## src/sv/nva_pkg.sv

```systemverilog
`timescale 1ns / 1ps

package nva_pkg;

  // pool size and derived widths
  localparam int unsigned VOICE_COUNT = 8;
  localparam int unsigned MAX_RESULTS = 8;
  localparam int unsigned IDX_W       = $clog2(VOICE_COUNT);
  localparam int unsigned CNT_W       = $clog2(VOICE_COUNT + 1);
  localparam int unsigned SRC_W       = CNT_W + 1;
  localparam int unsigned LEN_W       = 16;
  localparam int unsigned VOICE_W     = 3;

  // releases per tick are bounded by the pool and by the result limit
  localparam int unsigned REL_LIMIT =
    (VOICE_COUNT < MAX_RESULTS) ? VOICE_COUNT : MAX_RESULTS;

  typedef logic [IDX_W-1:0] voice_t;
  typedef logic [CNT_W-1:0] count_t;

  localparam count_t VOICE_COUNT_C = CNT_W'(VOICE_COUNT);
  localparam count_t REL_LIMIT_C   = CNT_W'(REL_LIMIT);

  // pan gate bits
  localparam logic [7:0] PAN_OFF_MASK = 8'hFE;
  localparam logic [7:0] PAN_ON_BIT   = 8'h01;

  // operation codes
  localparam logic OP_PLAY = 1'b0;
  localparam logic OP_TICK = 1'b1;

  typedef enum logic [3:0] {
    ST_IDLE,
    ST_PLAY_START,
    ST_PLAY_SEARCH,
    ST_PLAY_INSERT,
    ST_EMIT_ON,
    ST_EMIT_ERR,
    ST_TICK_RETURN,
    ST_TICK_RELEASE,
    ST_TICK_COMPACT,
    ST_TICK_DEC
  } state_t;

  // one result transfer
  typedef struct packed {
    logic [VOICE_W-1:0] voice_index;
    logic               gate_on;
    logic [15:0]        out_pitch;
    logic [15:0]        out_duty;
    logic [7:0]         out_attack;
    logic [7:0]         out_decay;
    logic [7:0]         out_wave;
    logic [7:0]         pan_gate_byte;
    logic               no_voice_error;
    logic               last_of_run;
  } result_t;

  // shared compare and decrement unit outputs
  typedef struct packed {
    logic             longer;
    logic             expired;
    logic [LEN_W-1:0] dec_value;
  } alu_res_t;

endpackage

```

## src/sv/nva_if.sv

```systemverilog
`timescale 1ns / 1ps

// request channel: note or tick
interface nva_req_if;
  logic              valid;
  logic              ready;
  logic              operation;
  logic [15:0]       note_length;
  logic [15:0]       pitch_value;
  logic [15:0]       duty_value;
  logic [7:0]        attack_volume;
  logic [7:0]        decay_volume;
  logic [7:0]        wave_and_release;
  logic signed [7:0] stereo_pan;

  modport source (
    output valid, operation, note_length, pitch_value, duty_value,
           attack_volume, decay_volume, wave_and_release, stereo_pan,
    input  ready
  );
  modport sink (
    input  valid, operation, note_length, pitch_value, duty_value,
           attack_volume, decay_volume, wave_and_release, stereo_pan,
    output ready
  );
endinterface

// result channel: voice register writes
interface nva_rsp_if;
  logic        valid;
  logic        ready;
  logic [2:0]  voice_index;
  logic        gate_on;
  logic [15:0] out_pitch;
  logic [15:0] out_duty;
  logic [7:0]  out_attack;
  logic [7:0]  out_decay;
  logic [7:0]  out_wave;
  logic [7:0]  pan_gate_byte;
  logic        no_voice_error;
  logic        last_of_run;

  modport source (
    output valid, voice_index, gate_on, out_pitch, out_duty, out_attack,
           out_decay, out_wave, pan_gate_byte, no_voice_error, last_of_run,
    input  ready
  );
  modport sink (
    input  valid, voice_index, gate_on, out_pitch, out_duty, out_attack,
           out_decay, out_wave, pan_gate_byte, no_voice_error, last_of_run,
    output ready
  );
endinterface

```

## src/sv/nva_alu.sv

```systemverilog
`timescale 1ns / 1ps

module nva_alu (
  input  logic [nva_pkg::LEN_W-1:0] remaining,
  input  logic [nva_pkg::LEN_W-1:0] length,
  output nva_pkg::alu_res_t         res
);

  // compare against the new note, test for expiry, saturating decrement
  always_comb begin
    res.longer    = length > remaining;
    res.expired   = remaining <= nva_pkg::LEN_W'(1);
    res.dec_value = (remaining != '0) ? remaining - nva_pkg::LEN_W'(1) : '0;
  end

endmodule

```

## src/sv/nva_outreg.sv

```systemverilog
`timescale 1ns / 1ps

module nva_outreg (
  input  logic             clk,
  input  logic             rst,
  input  logic             load,
  input  nva_pkg::result_t data,
  output logic             slot_free,
  nva_rsp_if.source        rsp
);

  nva_pkg::result_t hold;

  assign slot_free = !rsp.valid || rsp.ready;

  // valid flag
  always_ff @(posedge clk) begin
    if (rst) begin
      rsp.valid <= 1'b0;
    end else if (load) begin
      rsp.valid <= 1'b1;
    end else if (rsp.ready) begin
      rsp.valid <= 1'b0;
    end
  end

  // payload
  always_ff @(posedge clk) begin
    if (load) begin
      hold <= data;
    end
  end

  assign rsp.voice_index    = hold.voice_index;
  assign rsp.gate_on        = hold.gate_on;
  assign rsp.out_pitch      = hold.out_pitch;
  assign rsp.out_duty       = hold.out_duty;
  assign rsp.out_attack     = hold.out_attack;
  assign rsp.out_decay      = hold.out_decay;
  assign rsp.out_wave       = hold.out_wave;
  assign rsp.pan_gate_byte  = hold.pan_gate_byte;
  assign rsp.no_voice_error = hold.no_voice_error;
  assign rsp.last_of_run    = hold.last_of_run;

endmodule

```

## src/sv/note_voice_allocator.sv

```systemverilog
`timescale 1ns / 1ps
// play: pop a free voice, search past shorter playing voices, insert, emit result
// refused play: error result; tick: return releases, release expired, compact,
// count down the voices left; one item at a time, plus stalls on a full result
// the single compare/decrement unit walks the playing list
// result register lets the next item start while the last result waits
// reset: synchronous; free stack reloads 0..7 with 0 on top and eight free

module note_voice_allocator (
  input  logic       clk,
  input  logic       rst,
  nva_req_if.sink    req,
  nva_rsp_if.source  rsp
);

  nva_pkg::state_t state, state_next;

  // latched request payload
  logic [nva_pkg::LEN_W-1:0] len_r;
  logic [15:0] pitch_r, duty_r;
  logic [7:0]  att_r, dec_r, wave_r, pan_r;

  // voice stores
  logic [nva_pkg::LEN_W-1:0] rem [nva_pkg::VOICE_COUNT];
  logic [nva_pkg::LEN_W-1:0] rem_next [nva_pkg::VOICE_COUNT];
  logic [7:0]                vpan [nva_pkg::VOICE_COUNT];
  logic [7:0]                vpan_next [nva_pkg::VOICE_COUNT];
  nva_pkg::voice_t           order [nva_pkg::VOICE_COUNT];
  nva_pkg::voice_t           order_next [nva_pkg::VOICE_COUNT];
  nva_pkg::voice_t           free_stack [nva_pkg::VOICE_COUNT];
  nva_pkg::voice_t           free_stack_next [nva_pkg::VOICE_COUNT];
  nva_pkg::voice_t           rel_stack [nva_pkg::VOICE_COUNT];
  nva_pkg::voice_t           rel_stack_next [nva_pkg::VOICE_COUNT];

  nva_pkg::count_t fc, fc_next, pc, pc_next, rc, rc_next;
  nva_pkg::count_t pos, pos_next, head, head_next, idx, idx_next;
  nva_pkg::voice_t cur_voice, cur_voice_next, pend_voice, pend_voice_next;
  logic            have_pend, have_pend_next;

  nva_pkg::voice_t   rd_voice;
  nva_pkg::voice_t   fc_top;
  nva_pkg::alu_res_t alu;
  nva_pkg::result_t  res;
  logic              out_load, slot_free;
  logic              accept;

  assign req.ready = (state == nva_pkg::ST_IDLE);
  assign accept    = req.valid && req.ready;
  assign fc_top    = fc[nva_pkg::IDX_W-1:0] - nva_pkg::IDX_W'(1);

  // read address of the shared unit
  always_comb begin
    case (state)
      nva_pkg::ST_PLAY_SEARCH:  rd_voice = order[pos[nva_pkg::IDX_W-1:0]];
      nva_pkg::ST_TICK_RELEASE: rd_voice = order[head[nva_pkg::IDX_W-1:0]];
      nva_pkg::ST_TICK_DEC:     rd_voice = order[idx[nva_pkg::IDX_W-1:0]];
      default:                  rd_voice = order[0];
    endcase
  end

  nva_alu u_alu (
    .remaining (rem[rd_voice]),
    .length    (len_r),
    .res       (alu)
  );

  nva_outreg u_outreg (
    .clk       (clk),
    .rst       (rst),
    .load      (out_load),
    .data      (res),
    .slot_free (slot_free),
    .rsp       (rsp)
  );

  // sequencer
  always_comb begin
    logic [nva_pkg::SRC_W-1:0] src;
    src             = '0;
    state_next      = state;
    rem_next        = rem;
    vpan_next       = vpan;
    order_next      = order;
    free_stack_next = free_stack;
    rel_stack_next  = rel_stack;
    fc_next         = fc;
    pc_next         = pc;
    rc_next         = rc;
    pos_next        = pos;
    head_next       = head;
    idx_next        = idx;
    cur_voice_next  = cur_voice;
    pend_voice_next = pend_voice;
    have_pend_next  = have_pend;
    out_load        = 1'b0;
    res             = '0;

    case (state)
      nva_pkg::ST_IDLE: begin
        if (accept) begin
          state_next = (req.operation == nva_pkg::OP_PLAY) ?
                       nva_pkg::ST_PLAY_START : nva_pkg::ST_TICK_RETURN;
        end
      end

      // pop a free voice and store its length and pan, or go to the error result if none
      nva_pkg::ST_PLAY_START: begin
        if (fc == '0 || pc >= nva_pkg::VOICE_COUNT_C) begin
          state_next = nva_pkg::ST_EMIT_ERR;
        end else begin
          fc_next                      = fc - nva_pkg::CNT_W'(1);
          cur_voice_next               = free_stack[fc_top];
          rem_next[free_stack[fc_top]]  = len_r;
          vpan_next[free_stack[fc_top]] = pan_r;
          pos_next                     = '0;
          state_next                   = nva_pkg::ST_PLAY_SEARCH;
        end
      end

      // find the first entry with equal or longer remaining time
      nva_pkg::ST_PLAY_SEARCH: begin
        if (pos < pc && alu.longer) begin
          pos_next = pos + nva_pkg::CNT_W'(1);
        end else begin
          state_next = nva_pkg::ST_PLAY_INSERT;
        end
      end

      // open a gap at pos and drop the voice in
      nva_pkg::ST_PLAY_INSERT: begin
        for (int i = 0; i < nva_pkg::VOICE_COUNT; i++) begin
          if (nva_pkg::CNT_W'(i) > pos && nva_pkg::CNT_W'(i) <= pc) begin
            order_next[i] = order[nva_pkg::IDX_W'(i - 1)];
          end
          if (nva_pkg::CNT_W'(i) == pos) begin
            order_next[i] = cur_voice;
          end
        end
        pc_next    = pc + nva_pkg::CNT_W'(1);
        state_next = nva_pkg::ST_EMIT_ON;
      end

      nva_pkg::ST_EMIT_ON: begin
        if (slot_free) begin
          out_load          = 1'b1;
          res.voice_index   = nva_pkg::VOICE_W'(cur_voice);
          res.gate_on       = 1'b1;
          res.out_pitch     = pitch_r;
          res.out_duty      = duty_r;
          res.out_attack    = att_r;
          res.out_decay     = dec_r;
          res.out_wave      = wave_r;
          res.pan_gate_byte = pan_r | nva_pkg::PAN_ON_BIT;
          res.last_of_run   = 1'b1;
          state_next        = nva_pkg::ST_IDLE;
        end
      end

      nva_pkg::ST_EMIT_ERR: begin
        if (slot_free) begin
          out_load           = 1'b1;
          res.no_voice_error = 1'b1;
          res.last_of_run    = 1'b1;
          state_next         = nva_pkg::ST_IDLE;
        end
      end

      // move last tick's releases back, most recent first
      nva_pkg::ST_TICK_RETURN: begin
        if (rc != '0 && fc < nva_pkg::VOICE_COUNT_C) begin
          free_stack_next[fc[nva_pkg::IDX_W-1:0]] =
            rel_stack[rc[nva_pkg::IDX_W-1:0] - nva_pkg::IDX_W'(1)];
          fc_next = fc + nva_pkg::CNT_W'(1);
          rc_next = rc - nva_pkg::CNT_W'(1);
        end else begin
          rc_next        = '0;
          head_next      = '0;
          have_pend_next = 1'b0;
          state_next     = nva_pkg::ST_TICK_RELEASE;
        end
      end

      // release expired voices from the head; one result held back to mark the last
      nva_pkg::ST_TICK_RELEASE: begin
        if (head < pc && head < nva_pkg::REL_LIMIT_C && alu.expired) begin
          if (!have_pend || slot_free) begin
            if (have_pend) begin
              out_load          = 1'b1;
              res.voice_index   = nva_pkg::VOICE_W'(pend_voice);
              res.pan_gate_byte = vpan[pend_voice] & nva_pkg::PAN_OFF_MASK;
            end
            pend_voice_next = rd_voice;
            have_pend_next  = 1'b1;
            if (rc < nva_pkg::VOICE_COUNT_C) begin
              rel_stack_next[rc[nva_pkg::IDX_W-1:0]] = rd_voice;
              rc_next = rc + nva_pkg::CNT_W'(1);
            end
            head_next = head + nva_pkg::CNT_W'(1);
          end
        end else if (!have_pend) begin
          state_next = nva_pkg::ST_TICK_COMPACT;
        end else if (slot_free) begin
          out_load          = 1'b1;
          res.voice_index   = nva_pkg::VOICE_W'(pend_voice);
          res.pan_gate_byte = vpan[pend_voice] & nva_pkg::PAN_OFF_MASK;
          res.last_of_run   = 1'b1;
          have_pend_next    = 1'b0;
          state_next        = nva_pkg::ST_TICK_COMPACT;
        end
      end

      // drop the released entries off the head of the list
      nva_pkg::ST_TICK_COMPACT: begin
        for (int i = 0; i < nva_pkg::VOICE_COUNT; i++) begin
          src = nva_pkg::SRC_W'(i) + nva_pkg::SRC_W'(head);
          if (src < nva_pkg::SRC_W'(nva_pkg::VOICE_COUNT)) begin
            order_next[i] = order[src[nva_pkg::IDX_W-1:0]];
          end
        end
        pc_next    = pc - head;
        idx_next   = '0;
        state_next = nva_pkg::ST_TICK_DEC;
      end

      // count down each playing voice, one per cycle
      nva_pkg::ST_TICK_DEC: begin
        if (idx < pc) begin
          rem_next[rd_voice] = alu.dec_value;
          idx_next           = idx + nva_pkg::CNT_W'(1);
        end else begin
          state_next = nva_pkg::ST_IDLE;
        end
      end

      default: begin
        state_next = nva_pkg::ST_IDLE;
      end
    endcase
  end

  // control state
  always_ff @(posedge clk) begin
    if (rst) begin
      state     <= nva_pkg::ST_IDLE;
      fc        <= nva_pkg::VOICE_COUNT_C;
      pc        <= '0;
      rc        <= '0;
      have_pend <= 1'b0;
      for (int i = 0; i < nva_pkg::VOICE_COUNT; i++) begin
        free_stack[i] <= nva_pkg::IDX_W'(nva_pkg::VOICE_COUNT - 1 - i);
      end
    end else begin
      state      <= state_next;
      fc         <= fc_next;
      pc         <= pc_next;
      rc         <= rc_next;
      have_pend  <= have_pend_next;
      free_stack <= free_stack_next;
    end
  end

  // datapath registers and voice stores
  always_ff @(posedge clk) begin
    if (accept) begin
      len_r   <= req.note_length;
      pitch_r <= req.pitch_value;
      duty_r  <= req.duty_value;
      att_r   <= req.attack_volume;
      dec_r   <= req.decay_volume;
      wave_r  <= req.wave_and_release;
      pan_r   <= req.stereo_pan;
    end
    rem        <= rem_next;
    vpan       <= vpan_next;
    order      <= order_next;
    rel_stack  <= rel_stack_next;
    pos        <= pos_next;
    head       <= head_next;
    idx        <= idx_next;
    cur_voice  <= cur_voice_next;
    pend_voice <= pend_voice_next;
  end

endmodule

```

## src/flat_wrapper.sv

```systemverilog
// flat-port wrapper written by rule: the top's interface ports become plain ports
module note_voice_allocator_flat 
  (clk, rst, req_valid, req_operation, req_note_length, req_pitch_value, req_duty_value, req_attack_volume, req_decay_volume, req_wave_and_release, req_stereo_pan, req_ready, rsp_valid, rsp_voice_index, rsp_gate_on, rsp_out_pitch, rsp_out_duty, rsp_out_attack, rsp_out_decay, rsp_out_wave, rsp_pan_gate_byte, rsp_no_voice_error, rsp_last_of_run, rsp_ready);
  nva_req_if req_i ();
  nva_rsp_if rsp_i ();
  input  logic clk;
  input  logic rst;
  input wire logic [$bits(req_i.valid)-1:0] req_valid;
  input wire logic [$bits(req_i.operation)-1:0] req_operation;
  input wire logic [$bits(req_i.note_length)-1:0] req_note_length;
  input wire logic [$bits(req_i.pitch_value)-1:0] req_pitch_value;
  input wire logic [$bits(req_i.duty_value)-1:0] req_duty_value;
  input wire logic [$bits(req_i.attack_volume)-1:0] req_attack_volume;
  input wire logic [$bits(req_i.decay_volume)-1:0] req_decay_volume;
  input wire logic [$bits(req_i.wave_and_release)-1:0] req_wave_and_release;
  input wire logic [$bits(req_i.stereo_pan)-1:0] req_stereo_pan;
  output wire logic [$bits(req_i.ready)-1:0] req_ready;
  output wire logic [$bits(rsp_i.valid)-1:0] rsp_valid;
  output wire logic [$bits(rsp_i.voice_index)-1:0] rsp_voice_index;
  output wire logic [$bits(rsp_i.gate_on)-1:0] rsp_gate_on;
  output wire logic [$bits(rsp_i.out_pitch)-1:0] rsp_out_pitch;
  output wire logic [$bits(rsp_i.out_duty)-1:0] rsp_out_duty;
  output wire logic [$bits(rsp_i.out_attack)-1:0] rsp_out_attack;
  output wire logic [$bits(rsp_i.out_decay)-1:0] rsp_out_decay;
  output wire logic [$bits(rsp_i.out_wave)-1:0] rsp_out_wave;
  output wire logic [$bits(rsp_i.pan_gate_byte)-1:0] rsp_pan_gate_byte;
  output wire logic [$bits(rsp_i.no_voice_error)-1:0] rsp_no_voice_error;
  output wire logic [$bits(rsp_i.last_of_run)-1:0] rsp_last_of_run;
  input wire logic [$bits(rsp_i.ready)-1:0] rsp_ready;
  assign req_i.valid = req_valid;
  assign req_i.operation = req_operation;
  assign req_i.note_length = req_note_length;
  assign req_i.pitch_value = req_pitch_value;
  assign req_i.duty_value = req_duty_value;
  assign req_i.attack_volume = req_attack_volume;
  assign req_i.decay_volume = req_decay_volume;
  assign req_i.wave_and_release = req_wave_and_release;
  assign req_i.stereo_pan = req_stereo_pan;
  assign req_ready = req_i.ready;
  assign rsp_valid = rsp_i.valid;
  assign rsp_voice_index = rsp_i.voice_index;
  assign rsp_gate_on = rsp_i.gate_on;
  assign rsp_out_pitch = rsp_i.out_pitch;
  assign rsp_out_duty = rsp_i.out_duty;
  assign rsp_out_attack = rsp_i.out_attack;
  assign rsp_out_decay = rsp_i.out_decay;
  assign rsp_out_wave = rsp_i.out_wave;
  assign rsp_pan_gate_byte = rsp_i.pan_gate_byte;
  assign rsp_no_voice_error = rsp_i.no_voice_error;
  assign rsp_last_of_run = rsp_i.last_of_run;
  assign rsp_i.ready = rsp_ready;
  note_voice_allocator u_core (.clk(clk), .rst(rst), .req(req_i), .rsp(rsp_i));
endmodule
```

## config.mk

```make
export PLATFORM = sky130hd
export DESIGN_NAME = note_voice_allocator_flat
export DESIGN_NICKNAME = d
export VERILOG_FILES = /design/src/sv/nva_pkg.sv /design/src/sv/nva_if.sv /design/src/sv/nva_alu.sv /design/src/sv/nva_outreg.sv /design/src/sv/note_voice_allocator.sv /design/src/flat_wrapper.sv
export SDC_FILE = /design/constraint.sdc
export NUM_CORES = 1
export LEC_CHECK = 0
export BUFFER_PORTS_ARGS = -buffer_cell sky130_fd_sc_hd__buf_2
export CORE_MARGIN = 2
export CORE_UTILIZATION = 50
export DETAILED_ROUTE_END_ITERATION = 6
export PLACE_DENSITY = 0.77
export SKIP_CTS_REPAIR_TIMING = 1
export SLEW_MARGIN = 5
export SYNTH_ARGS = -nofsm -noshare
export SYNTH_HDL_FRONTEND = slang
export SYNTH_HIERARCHICAL = 1
export SYNTH_SLANG_ARGS = --single-unit
```

## constraint.sdc

```tcl
create_clock -name clk -period 6.2 [get_ports clk]
set_input_delay 0.62 -clock clk [delete_from_list [all_inputs] [get_ports clk]]
set_output_delay 0.62 -clock clk [all_outputs]
set_load 0.01 [all_outputs]
```

==> metrics.csv, run 1 <==
stage,metric,value,unit
clock_network,CTS tree,done,
cells_and_area,final net count,1942,
timing,setup TNS,0,ps
synthesis,Synth top cells by count,"edfxtp_1 (399), nor2_1 (137), o32ai_1 (128)",
die,Rows,76,
global_route,first-pass GRT wire length,84890,um
timing,Clock Skew,19.10,ps
die,Die H,212.9,um
cells_and_area,ratio of cells with drive above 1 in the final layout,21.44,%
synthesis,most common cell in the netlist,edfxtp_1,
synthesis,Post-Syn Nets,1777,
power,"IR drop worst, VDD",0.4716,mV
clock_network,Max clock buf depth,3,
critical_path,FF-to-FF Start,u_core/idx[0]$_SDFFCE_PN0P_,
critical_path,Worst R2R End,u_core/state[0]$_SDFFE_PP0P_,
critical_path,critical path class,reg -> reg,
synthesis,post-synthesis sequential area ratio,58.75,%
min_path,worst hold path type,in -> reg,
global_route,largest net degree at the start of global routing,82,
timing,Final Hold Fails,0,
critical_path,CP Capture Point,u_core/state[0]$_SDFFE_PP0P_,
placed_design,Placement Setup Slack,175.2,ps
power,P_int,7.226,mW
power,sw frac,38.42,%
critical_path,worst setup path startpoint,u_core/idx[0]$_SDFFCE_PN0P_,
routing,Vias/cell,6.318,
power,Total Power,11.73,mW
routing,DR WL/cell,23.13,um
synthesis,"Async S/R FF share, synth",0,%
routing,final WL,56140,um
placed_design,IO Port Bufs,155,
routing,post-route ant nets,0,
synthesis,Mapped Avg Cell Area,13.31,um2
synthesis,"top cells by area, synth","edfxtp_1 (55%), mux4_2 (6.3%), mux2i_1 (5.3%)",
synthesis,Post-synth EDFFs,399,
timing,Tcrit/Tclk final,94.76,%
timing,RSZ-0062 raised after global routing,no,
clock_network,clk slew on worst S/H paths,60,ps
routing,Initial DRT Pass Iterations,7,
die,core region area,43080,um2
timing,max_slew headroom,23.27,%
critical_path,Worst EP required,6640,ps
cells_and_area,Layout area overhead,14.61,%
global_route,remaining global-route overflow,0,
routing,Post-route DRC,0,
global_route,vias in the first global route,14890,
synthesis,Mapped Area,21830,um2
critical_path,CP Launch Type,flop,
die,Initial Util,50.67,%
power,static leakage,9.028,nW
critical_path,Worst EP arrival,6320,ps
die,die width,212.9,um
synthesis,Synth Warn #,6,
global_route,initial antenna violation count,1,
timing,fin worst setup slack,324.8,ps
clock_network,clock sinks,441,
power,Clk network pwr share,23.7,%
timing,Final min period,5875,ps
synthesis,ys flop type,edfxtp_1,
job,max cap viols,0,
power,combinational share of power,39.2,%
die,I/O pin count,157,
timing,Fin Hold WS,198.3,ps
clock_network,htree depth,2,
timing,Final Max Tran Viols,0,
placed_design,DP HPWL,35620,um
power,Sequential Power Share,37.2,%
synthesis,Syn Inst Count,1640,
critical_path,critical path endpoint category,flop,
synthesis,Synth Register Bits,441,
power,Cell Pwr Density,469.1,nW/um2
critical_path,CP max FO,8,
routing,via count,15333,
clock_network,clock latency on the worst-skew pair,590,ps
power,NetSw,4.509,mW
synthesis,Synth cell types,77,
synthesis,largest area contributor in the synthesized netlist,edfxtp_1,
synthesis,top cell type's share of synthesized area,54.90,%
timing,FMAX,0.1702,GHz
global_route,overall global routing resource usage,24.45,%
clock_network,total CTS buffers,45,
timing,Final setup viols,0,
routing,First DRT Iteration DRCs,1895,
timing,worst-margin pin slew,1148,ps
critical_path,Worst R2R Setup Slack,320,ps
status,outcome,"complete, no violations",
cells_and_area,Antenna diodes,0,
clock_network,CTS Root Cell,clkbuf_16,
critical_path,Worst R2R Path Depth,19,
die,Die Area,45340,um2
placed_design,gpl congestion,0.9645,
[cell type report]
type                            instances  area (um2)
Fill cell                            3320       18060
Sequential cell                       441       12820
Multi-Input combinational cell       1041        8381
Timing Repair Buffer                  224        1344
Clock buffer                           58        1289
Tap cell                              585       732.0
Clock inverter                         26       251.5
Inverter                               52       195.2
[worst min-delay path by stage]
stage	depth (start not counted)	to	from
floorplan	1	u_core/free_stack[19]$_SDFFE_PP1P_	u_core/free_stack[19]$_SDFFE_PP1P_
CTS	1	u_core/len_r[8]$_DFFE_PP_	req_note_length[8]
detailed placement	2	u_core/free_stack[18]$_SDFFE_PP0P_	u_core/free_stack[18]$_SDFFE_PP0P_
global route	1	u_core/len_r[0]$_DFFE_PP_	req_note_length[0]
global placement	1	u_core/free_stack[7]$_SDFFE_PP1P_	u_core/free_stack[7]$_SDFFE_PP1P_
finish	1	u_core/dec_r[3]$_DFFE_PP_	req_decay_volume[3]
[cell usage in the layout, fill, tap and decap left out, types with 13 or more instances in the layout]
| cell | synthesis | routed |
|---|---|---|
| edfxtp_1 | 399 | 399 |
| buf_2 | 25 | 155 |
| nor2_1 | 137 | 136 |
| o32ai_1 | 128 | 128 |
| mux2i_1 | 115 | 115 |
| nand2_1 | 108 | 107 |
| buf_4 | 3 | 65 |
| mux4_2 | 61 | 61 |
| and2_1 | 62 | 61 |
| a21oi_1 | 61 | 57 |
| ha_1 | 50 | 50 |
| clkbuf_16 | 0 | 48 |
| inv_1 | 46 | 46 |
| dfxtp_1 | 42 | 42 |
| a22o_1 | 34 | 34 |
| nand3_1 | 31 | 31 |
| xnor2_1 | 22 | 22 |
| a211oi_1 | 21 | 21 |
| o21ai_0 | 20 | 20 |
| nor2b_1 | 16 | 16 |
| a211o_1 | 15 | 15 |
| clkinv_1 | 0 | 13 |
| nand4_1 | 13 | 13 |
[worst max-delay path, stage by stage (launching register included)]
cell	delay (ps)
edfxtp_1	540
mux4_2	540
mux2i_1	180
o22ai_1	140
a221oi_4	490
nor2_1	240
buf_4	240
a22o_1	210
nor2_1	350
inv_1	90
ha_1	350
a21oi_1	160
a311oi_1	110
a211o_1	270
o31a_1	310
inv_1	100
a2111oi_0	80
a2111oi_1	930
o221a_2	350
nor3_1	40
[power groups by stage]
| stage | Combinational [mW] | Clock, mW | Sequential (mW) |
|---|---|---|---|
| floorplan | 2.98 | 0 | 4.35 |
| global placement | 4.27 | 0 | 4.40 |
| detailed placement | 4.40 | 0 | 4.42 |
| CTS | 4.44 | 2.81 | 4.37 |
| global route | 4.91 | 2.92 | 4.41 |
| finish | 4.60 | 2.78 | 4.36 |
[kinds of logic after synthesis]
| group | synth area share [%] |
|---|---|
| xor+xnor | 1.204 |
| simple gates | 9.751 |
| compound gates | 12.07 |
| mux | 12.03 |
| fa+ha+maj | 3.050 |
| flops | 58.75 |
| buf+inv | 3.141 |
[state kept, by name, indices dropped and copies added (netlist names), 16 cells and up]
| register | count |
|---|---|
| u_core/free_stack | 24 |
| u_core/duty_r | 16 |
| u_core/u_outreg/rsp.out_pitch | 16 |
| u_core/vpan | 56 |
| u_core/len_r | 16 |
| u_core/order | 24 |
| u_core/u_outreg/rsp.out_duty | 16 |
| u_core/rem | 128 |
| u_core/pitch_r | 16 |
| u_core/rel_stack | 24 |
[stage by stage]
| stage | instances | cell area, um2 | utilization, % |
|---|---|---|---|
| finish | 2427 | 25010 | 58.07 |
| global placement | 2332 | 23390 | 54.29 |
| global route | 2427 | 25010 | 58.07 |
| floorplan | 1640 | 21830 | - |
| detailed placement | 2332 | 23390 | 54.29 |
| CTS | 2416 | 24930 | 57.87 |
[metal layers]
metal,part of all wire (%),global-route usage (%),vias to the layer above
li1,-,-,6780
met1,39,33.18,7555
met2,49,39.47,866
met3,9.4,4.368,130
met4,3.0,9.211,2
met5,0.021,0,-
No activity file was read; power rests on OpenSTA's default activity.
==> run 2, diff against run 1 <==
BUFFER_PORTS_ARGS = default   (was -buffer_cell sky130_fd_sc_hd__buf_2)
DONT_BUFFER_PORTS = 1   (was default)
PLACE_DENSITY = 0.74   (was 0.77)
==> metrics.csv, run 2 (synthesis results as in run 1) <==
stage,metric,value,unit
status,outcome,"complete, no violations",
die,I/O pin count,157,
critical_path,CP max FO,15,
global_route,vias in the first global route,14320,
timing,Final Hold Fails,0,
timing,max_slew headroom,17.94,%
die,die width,212.9,um
timing,Clock Skew,26.16,ps
power,Cell Pwr Density,481.6,nW/um2
critical_path,Crit path largest cell delay,560,ps
routing,First DRT Iteration DRCs,1904,
cells_and_area,number of fill cells in the layout,3374,
die,Initial Util,50.67,%
timing,Final Max Tran Viols,0,
timing,Final min period,5876,ps
cells_and_area,"commonest non-fill, non-tap cells in the layout","edfxtp_1 (399), nor2_1 (136), o32ai_1 (128), mux2i_1 (115), nand2_1 (107)",
timing,Final setup viols,0,
critical_path,Worst EP arrival,6130,ps
routing,Initial DRT Pass Iterations,6,
timing,worst-margin pin slew,1220,ps
die,Rows,76,
min_path,worst hold path type,in -> reg,
global_route,first-pass GRT wire length,83230,um
clock_network,clk slew on worst S/H paths,60,ps
placed_design,Placement Setup Slack,-174.3,ps
routing,Post-route DRC,0,
clock_network,Max clock buf depth,3,
placed_design,cell count after placement,2171,
die,Die H,212.9,um
cells_and_area,final instance area,24360,um2
cells_and_area,Antenna diodes,0,
clock_network,total CTS buffers,47,
routing,DR WL/cell,24.44,um
timing,Tcrit/Tclk final,94.78,%
placed_design,DP Area,22540,um2
placed_design,gpl congestion,0.9246,
critical_path,"most used cell, CP",nor2_1,
global_route,remaining global-route overflow,0,
critical_path,CP Launch Type,flop,
cells_and_area,Layout Cells excl Fill,2271,
global_route,initial antenna violation count,0,
die,Die Area,45340,um2
critical_path,Worst EP required,6450,ps
global_route,overall global routing resource usage,24.14,%
die,core region area,43080,um2
routing,final WL,55510,um
power,"IR drop worst, VDD",0.3124,mV
clock_network,CTS Root Cell,clkbuf_16,
placed_design,IO Port Bufs,0,
critical_path,Buf/Inv on CP,3,
cells_and_area,"commonest non-fill, non-tap cell in the layout",edfxtp_1,
critical_path,critical path cell sequence,mux4_2 -> mux2i_1 -> o22ai_1 -> o31ai_4 -> inv_2 -> nor2_1 -> buf_4 -> a22o_1 -> nor2_1 -> nor4_2 -> nand3_2 -> nor3_2 -> buf_4 -> and3_1 -> o21ai_1 -> nor4_1 -> nand2_1 -> nor2_1,
job,max cap viols,0,
timing,FMAX,0.1702,GHz
critical_path,Worst path slowest cell,mux4_2,
cells_and_area,Biggest register,u_core/rem,
clock_network,htree depth,2,
timing,fin worst setup slack,323.9,ps
global_route,largest net degree at the start of global routing,88,
cells_and_area,max reg flops,128,
critical_path,critical path class,reg -> reg,
routing,via count,14601,
placed_design,DP HPWL,35480,um
cells_and_area,Layout area overhead,11.60,%
cells_and_area,Regs by FF count,"u_core/rem (128), u_core/vpan (56)",
power,static leakage,8.471,nW
clock_network,clock latency on the worst-skew pair,590,ps
clock_network,CTS tree,done,
routing,Vias/cell,6.429,
routing,post-route ant nets,0,
cells_and_area,ratio of cells with drive above 1 in the final layout,14.83,%
critical_path,critical path endpoint category,flop,
timing,RSZ-0062 raised after global routing,no,
clock_network,clock sinks,441,
cells_and_area,final net count,1785,
critical_path,Crit path max-delay family,simple AND/OR/NAND/NOR gates,
run 2: changes by cell type in the layout (fill, tap and decap cells not counted), moves of 2 or more:
cell,change
clkbuf_16,+3
buf_4,-4
clkbuf_1,-2
nor3_1,-2
clkinv_1,-5
clkinv_2,+5
bufinv_16,+3
clkbuf_8,-4
clkinv_4,+2
buf_2,-155
nor3_2,+2
run 2: area by class of cell:
type	count	area (um2)	area share (%)
Sequential cell	441	12820	52.64
Multi-Input combinational cell	1041	8403	34.50
Clock buffer	55	1301	5.342
Tap cell	585	732.0	3.005
Timing Repair Buffer	65	538.0	2.209
Clock inverter	32	365.4	1.500
Inverter	52	195.2	0.8014
run 2: stage by stage:
| step | setup TNS [ps] | utilization (%) | power (mW) | hold slack, ps |
|---|---|---|---|---|
| final | 0 | 56.54 | 11.73 | 103.5 |
| after global routing | 0 | 56.54 | 12.23 | 91.61 |
| after CTS | -2067 | 56.20 | 11.63 | 79.34 |
| after detailed placement | -1644 | 52.33 | 8.661 | 443.6 |
| after global placement | -137.0 | 52.33 | 8.535 | 437.9 |
| after floorplan | 0 | - | 7.336 | 429.9 |
run 2: final timing paths:
| check | from | to | slack (ps) | cells after the start |
|---|---|---|---|---|
| worst max register to register | u_core/pos[0]$_SDFFCE_PP0P_ | u_core/rel_stack[8]$_DFFE_PP_ | 320 | 18 |
| worst max-delay path | u_core/pos[0]$_SDFFCE_PP0P_ | u_core/rel_stack[8]$_DFFE_PP_ | 320 | 18 |
| worst min-delay path | rst | u_core/u_outreg/rsp.valid$_SDFFE_PP0P_ | 100 | 1 |
| worst min register to register | u_core/free_stack[18]$_SDFFE_PP0P_ | u_core/free_stack[18]$_SDFFE_PP0P_ | 450 | 2 |
run 2: where the power goes:
group / internal, mW / total, mW / switching [mW] / leakage (nW)
combinational: 1.42 / 4.31 / 2.89 / 3.68
sequential: 4.06 / 4.46 / 0.397 / 3.98
clock: 1.77 / 2.96 / 1.19 / 0.807
run 2: routing by layer:
layer	part of all wire, %	track usage, %	up-vias
met5	0	0	-
met2	48	37.94	833
met4	4.2	11.43	0
met1	39	32.61	7143
met3	8.8	4.427	163
li1	-	-	6462
